`config.mk`:
```
export PLATFORM = sky130hd
export DESIGN_NAME = lru_page_replacement_unit
export DESIGN_NICKNAME = d
export VERILOG_FILES = /design/src/design/lrupr_pkg.sv /design/src/design/lru_page_replacement_unit.sv /design/src/design/lrupr_ctrl.sv /design/src/design/lrupr_datapath.sv
export SDC_FILE = /design/constraint.sdc
export NUM_CORES = 1
export LEC_CHECK = 0
export BUFFER_PORTS_ARGS = -buffer_cell sky130_fd_sc_hd__buf_2
export CAP_MARGIN = 5
export CORE_ASPECT_RATIO = 1.5
export CORE_UTILIZATION = 35
export CTS_CLUSTER_SIZE = 20
export DETAILED_ROUTE_END_ITERATION = 12
export GPL_TIMING_DRIVEN = 0
export PLACE_DENSITY = 0.53
export SYNTH_ARGS = -nofsm -noshare
export SYNTH_HDL_FRONTEND = slang
export SYNTH_SLANG_ARGS = --single-unit
```
`constraint.sdc`:
```
create_clock -name clk_i -period 6.6 [get_ports clk_i]
set_input_delay 0.99 -clock clk_i [delete_from_list [all_inputs] [get_ports clk_i]]
set_output_delay 0.99 -clock clk_i [all_outputs]
set_load 0.01 [all_outputs]
```
`src/design/lrupr_pkg.sv`:
```
// Shared constants and control types for the LRU page replacement unit.
`timescale 1ns / 1ps
package lrupr_pkg;

  localparam int FRAMES  = 4;
  localparam int PAGE_W  = 16;
  localparam int COUNT_W = 16;
  localparam int IDX_W   = (FRAMES > 1) ? $clog2(FRAMES) : 1;
  localparam int USED_W  = $clog2(FRAMES + 1);

  typedef struct packed {
    logic load;
    logic compare;
    logic update;
  } lrupr_cmd_t;

endpackage

```
`src/design/lru_page_replacement_unit.sv`:
```
// LRU page replacement unit: top level joining sequencer and datapath.
// Each page reference is a transfer taken on start when busy is low. The unit
// keeps FRAMES resident pages in recency order in flip-flops and handles each
// reference in steps: capture, a parallel compare against all occupied frames,
// and the recency shift with the fault count update. The result then sits on
// the result ports for one cycle marked by done_o, and in that same cycle busy
// is low so the next reference can be taken; none is taken before then.
// done_o cannot be held off, so the receiver must take each result as it
// comes. fault_total_o wraps at 16 bits.
`timescale 1ns / 1ps
module lru_page_replacement_unit (
  input  logic                          clk_i,
  input  logic                          rst_ni,
  input  logic                          start,
  output logic                          busy,
  input  logic [lrupr_pkg::PAGE_W-1:0]  page_i,
  output logic                          done_o,
  output logic                          hit_o,
  output logic                          evicted_valid_o,
  output logic [lrupr_pkg::PAGE_W-1:0]  evicted_page_o,
  output logic [lrupr_pkg::COUNT_W-1:0] fault_total_o
);
  import lrupr_pkg::*;

  lrupr_cmd_t cmd;

  lrupr_ctrl u_ctrl (
    .clk_i  (clk_i),
    .rst_ni (rst_ni),
    .start  (start),
    .busy   (busy),
    .cmd_o  (cmd)
  );

  lrupr_datapath u_datapath (
    .clk_i           (clk_i),
    .rst_ni          (rst_ni),
    .cmd_i           (cmd),
    .page_i          (page_i),
    .done_o          (done_o),
    .hit_o           (hit_o),
    .evicted_valid_o (evicted_valid_o),
    .evicted_page_o  (evicted_page_o),
    .fault_total_o   (fault_total_o)
  );

endmodule

```
`src/design/lrupr_ctrl.sv`:
```
// Sequencer for the LRU unit: capture, compare, update.
`timescale 1ns / 1ps
module lrupr_ctrl (
  input  logic                clk_i,
  input  logic                rst_ni,
  input  logic                start,
  output logic                busy,
  output lrupr_pkg::lrupr_cmd_t cmd_o
);
  import lrupr_pkg::*;

  localparam logic [1:0] ST_IDLE = 2'd0;
  localparam logic [1:0] ST_CMP  = 2'd1;
  localparam logic [1:0] ST_UPD  = 2'd2;

  logic [1:0] state_q, state_d;

  always_comb begin
    state_d = state_q;
    cmd_o   = '0;
    unique case (state_q)
      ST_IDLE: begin
        if (start) begin
          cmd_o.load = 1'b1;
          state_d    = ST_CMP;
        end
      end
      ST_CMP: begin
        cmd_o.compare = 1'b1;
        state_d       = ST_UPD;
      end
      ST_UPD: begin
        cmd_o.update = 1'b1;
        state_d      = ST_IDLE;
      end
      default: state_d = ST_IDLE;
    endcase
  end

  assign busy = (state_q != ST_IDLE);

  always_ff @(posedge clk_i or negedge rst_ni) begin
    if (!rst_ni) begin
      state_q <= ST_IDLE;
    end else begin
      state_q <= state_d;
    end
  end

endmodule

```
`src/design/lrupr_datapath.sv`:
```
// Frame store, parallel page compare, recency shift and fault counter.
`timescale 1ns / 1ps
module lrupr_datapath (
  input  logic                          clk_i,
  input  logic                          rst_ni,
  input  lrupr_pkg::lrupr_cmd_t         cmd_i,
  input  logic [lrupr_pkg::PAGE_W-1:0]  page_i,
  output logic                          done_o,
  output logic                          hit_o,
  output logic                          evicted_valid_o,
  output logic [lrupr_pkg::PAGE_W-1:0]  evicted_page_o,
  output logic [lrupr_pkg::COUNT_W-1:0] fault_total_o
);
  import lrupr_pkg::*;

  logic [PAGE_W-1:0]  page_q;
  logic [PAGE_W-1:0]  frame_q [FRAMES];
  logic [PAGE_W-1:0]  frame_d [FRAMES];
  logic [USED_W-1:0]  used_q, used_d;
  logic [COUNT_W-1:0] fault_q, fault_d;
  logic               match_q, match_d;
  logic [IDX_W-1:0]   pos_q, pos_d;
  logic               full;
  logic [IDX_W-1:0]   from_idx, last_idx;

  logic               done_q;
  logic               hit_q;
  logic               ev_valid_q;
  logic [PAGE_W-1:0]  ev_page_q;

  // parallel lookup over occupied frames
  always_comb begin
    match_d = 1'b0;
    pos_d   = '0;
    for (int k = 0; k < FRAMES; k++) begin
      if ((USED_W'(k) < used_q) && (frame_q[k] == page_q)) begin
        match_d = 1'b1;
        pos_d   = IDX_W'(k);
      end
    end
  end

  assign full = (used_q == USED_W'(FRAMES));

  // shift window: from_idx+1..last_idx move toward head, page lands at last_idx
  always_comb begin
    if (match_q) begin
      from_idx = pos_q;
      last_idx = IDX_W'(used_q - USED_W'(1));
    end else if (full) begin
      from_idx = '0;
      last_idx = IDX_W'(FRAMES - 1);
    end else begin
      from_idx = used_q[IDX_W-1:0];
      last_idx = used_q[IDX_W-1:0];
    end
  end

  always_comb begin
    for (int k = 0; k < FRAMES; k++) begin
      frame_d[k] = frame_q[k];
      if (IDX_W'(k) == last_idx) begin
        frame_d[k] = page_q;
      end else if (k < FRAMES - 1) begin
        if ((IDX_W'(k) >= from_idx) && (IDX_W'(k) < last_idx)) begin
          frame_d[k] = frame_q[(k < FRAMES - 1) ? k + 1 : k];
        end
      end
    end
  end

  always_comb begin
    used_d  = used_q;
    fault_d = fault_q;
    if (cmd_i.update && !match_q) begin
      fault_d = fault_q + COUNT_W'(1);
      if (!full) begin
        used_d = used_q + USED_W'(1);
      end
    end
  end

  always_ff @(posedge clk_i) begin
    if (cmd_i.load) begin
      page_q <= page_i;
    end
    if (cmd_i.compare) begin
      match_q <= match_d;
      pos_q   <= pos_d;
    end
    if (cmd_i.update) begin
      frame_q    <= frame_d;
      hit_q      <= match_q;
      ev_valid_q <= !match_q && full;
      ev_page_q  <= (!match_q && full) ? frame_q[0] : '0;
    end
  end

  always_ff @(posedge clk_i or negedge rst_ni) begin
    if (!rst_ni) begin
      used_q  <= '0;
      fault_q <= '0;
      done_q  <= 1'b0;
    end else begin
      used_q  <= used_d;
      fault_q <= fault_d;
      done_q  <= cmd_i.update;
    end
  end

  assign done_o          = done_q;
  assign hit_o           = hit_q;
  assign evicted_valid_o = ev_valid_q;
  assign evicted_page_o  = ev_page_q;
  assign fault_total_o   = fault_q;

endmodule

```
==> run metrics <==
Die X=106 µm; GRT Total Usage=13.3%; proportion of layout cells with a drive suffix above 1=30.2%; Detailed Routing Iterations Pass 1=4; max-cap viol count=0; number of hold buffers added after cts=0; Setup Skew=0.00726 ns; Peak VDD IR=146 µV; Slew @ Worst Pin=0.810 ns; DR WL met2=5.68 mm; syn avg cell area=14.6 µm²; FFs w/ async S/R, synth=17.9%; status=finished clean; Port Buf Inserts=54; worst-path cell chain=buf_4 > inv_4 > ha_1 > and2_4 > o41ai_4 > buf_6 > a211oi_1 > nor2_1 > buf_4; Crit. path cell count=9; standard-cell rows=56; fin crit period=2.84 ns; EDFF count, synth=101; PostCTS Resize Cnt=0; Netlist cell types=36; H-tree levels=4; commonest non-fill, non-tap cell in the layout=edfxtp_1; crit path kind=flop to flop; Worst slew margin=45.9%; most frequent cells in the layout=edfxtp_1, buf_2, xnor2_1; Die ar.=16800 µm²; Initial DRC Count=118; largest net degree at the start of global routing=23; die height=158 µm; Post-Syn Instances=389; Final period util=43.0%; ant diodes=0; Buf/Inv on CP=4; global-route wire length before repair=16.6 mm; Largest delay share family, worst path=buffers and inverters; Main synth FF type=edfxtp_1; Critical Path Slowest Stage Cell=o41ai_4; DR DRC count=0; flops & latches, synth=123; Fmax=352 MHz; Routed Antenna Nets=0; # clock sinks=123; Skew-Pair Late Insertion Delay=0.41 ns; Congestion Overflow GR=0; initial antenna violation count=0; CTS clk-pin slew, worst paths=0.06 ns; CTS tree=yes; CP Data Arrival Time=2.94 ns; worst r2r path cells=9; Layout Nets=489; Mapped Area=5680 µm²; Worst path max stage delay=0.60 ns; Util after Layout=43.2%; static leakage=2.50 nW; routed via count=3118; metal3 WL=334 µm; Syn Nets=411; gpl congestion=0.778; hold depth=0; Ys Warns=0; Starting Density=36.0%; DRT Wirelength=10.2 mm; Fin. Hold Viols=0; CTS buffer count=17; root buf cell=clkbuf_16; pwr dens=373 nW/µm²; Area Growth Syn to Fin=19.9%; filler cell count=1463; drt via density=4.57; Critical Path Start Type=flop; fin. max-slew vios=0; Longest Clk Path Bufs=2; Worst path most repeated cell=buf_4; Seq/Total Area, Yosys=63.1%; post-CTS setup buffers=0; core area=15800 µm²; endpoints failing setup=0; Hold Crit Class=flop to flop; vias in the first global route=3311; DR WL/cell=14.9 µm; Worst EP required=6.70 ns; crit-path max FO=12; CP Capture Type=flop; DRT met1 WL=3.97 mm; number of placed I/O pins=55; Final HPWL DP=7.86 mm; setup TNS=0 ns; top sig layer=met4; unrepaired setup endpoints after global routing=false
-- logic make-up (layout without fill, tap and decap cells) --
| kind of cell | after synthesis | after routing | synth area share [%] |
|---|---|---|---|
| simple gates | 88 | 88 | 8.85 |
| xor+xnor | 80 | 80 | 12.3 |
| compound gates | 15 | 15 | 2.25 |
| mux | 51 | 51 | 10.3 |
| fa+ha+maj | 3 | 3 | 0.661 |
| buf+inv | 29 | 120 | 2.55 |
| flops | 123 | 123 | 63.1 |
-- per-layer routing --
layer  track usage, %  vias up
li1                 -     1561
met1             13.6     1476
met2             24.9       67
met3             3.21       14
met4             6.61        0
met5                0        -
-- where the power goes --
group / total, mW / leakage, nW / internal (mW) / switching, mW
sequential: 1.05 / 1.23 / 0.986 / 0.0654
combinational: 0.615 / 1.01 / 0.297 / 0.318
clock: 0.874 / 0.266 / 0.550 / 0.324
total: 2.54 / 2.50 / 1.83 / 0.708
-- path summary, 6_finish.rpt --
kind | from | end | slack, ns
max | u_datapath.used_q[0] | u_datapath.frame_q[54] | 3.76
min | u_datapath.page_q[6] | u_datapath.frame_q[6] | 0.44
max reg2reg | u_datapath.used_q[0] | u_datapath.frame_q[54] | 3.76
min reg2reg | u_datapath.page_q[6] | u_datapath.frame_q[6] | 0.44
max in group asynchronous | rst_ni | u_datapath.fault_total_o[11] | 5.71
min in group asynchronous | rst_ni | u_datapath.used_q[2] | 0.54
-- synthesized netlist by cell type, types with 2 or more instances --
cell / count / area share [%]
a21oi_1: 5 / 0.44
and2_1: 16 / 1.8
and3_1: 2 / 0.22
buf_4: 5 / 0.66
buf_6: 2 / 0.40
clkbuf_1: 16 / 1.1
dfrtp_1: 22 / 9.7
edfxtp_1: 101 / 53
ha_1: 3 / 0.66
inv_1: 4 / 0.26
mux2_1: 12 / 2.4
mux2_2: 38 / 7.5
nand2_1: 7 / 0.46
nand2b_1: 2 / 0.22
nand3_1: 11 / 0.97
nand4_1: 15 / 1.7
nor2_1: 15 / 0.99
nor2b_1: 4 / 0.44
nor4_1: 8 / 0.88
o21ai_0: 5 / 0.44
o41ai_4: 2 / 0.97
or2_2: 2 / 0.22
xnor2_1: 54 / 8.3
xor2_1: 26 / 4.0
-- flip-flops by register name (all words and copies together), names as in the netlist --
name	count
u_ctrl.state_q	2
u_datapath.done_o	1
u_datapath.evicted_page_o	16
u_datapath.evicted_valid_o	1
u_datapath.fault_total_o	16
u_datapath.frame_q	64
u_datapath.hit_o	1
u_datapath.match_q	1
u_datapath.page_q	16
u_datapath.pos_q	2
u_datapath.used_q	3
-- through the flow --
stage	setup slack [ns]	area [µm²]	instances	power, mW	hold WS, ns
2_1_floorplan	2.13	5680	389	1.53	0.424
3_3_place_gp	1.07	6210	646	1.67	0.431
3_5_place_dp	3.27	6230	648	1.69	0.430
4_1_cts	3.25	6790	680	2.58	0.444
5_1_grt	3.57	6810	683	2.67	0.453
6_report	3.76	6810	683	2.54	0.442
-- final cells by class --
| cell class | count | area, µm² | area share, % |
|---|---|---|---|
| clock inverters | 13 | 128 | 1.87 |
| clock buffers | 19 | 433 | 6.36 |
| repair buffers | 59 | 305 | 4.48 |
| multi-input cells | 237 | 1960 | 28.8 |
| flip-flops and latches | 123 | 3580 | 52.6 |
| inverters | 5 | 21.3 | 0.312 |
| plain buffers | 24 | 124 | 1.82 |
| well taps | 203 | 254 | 3.73 |
Note: power is estimated with default switching activity, not from simulation.
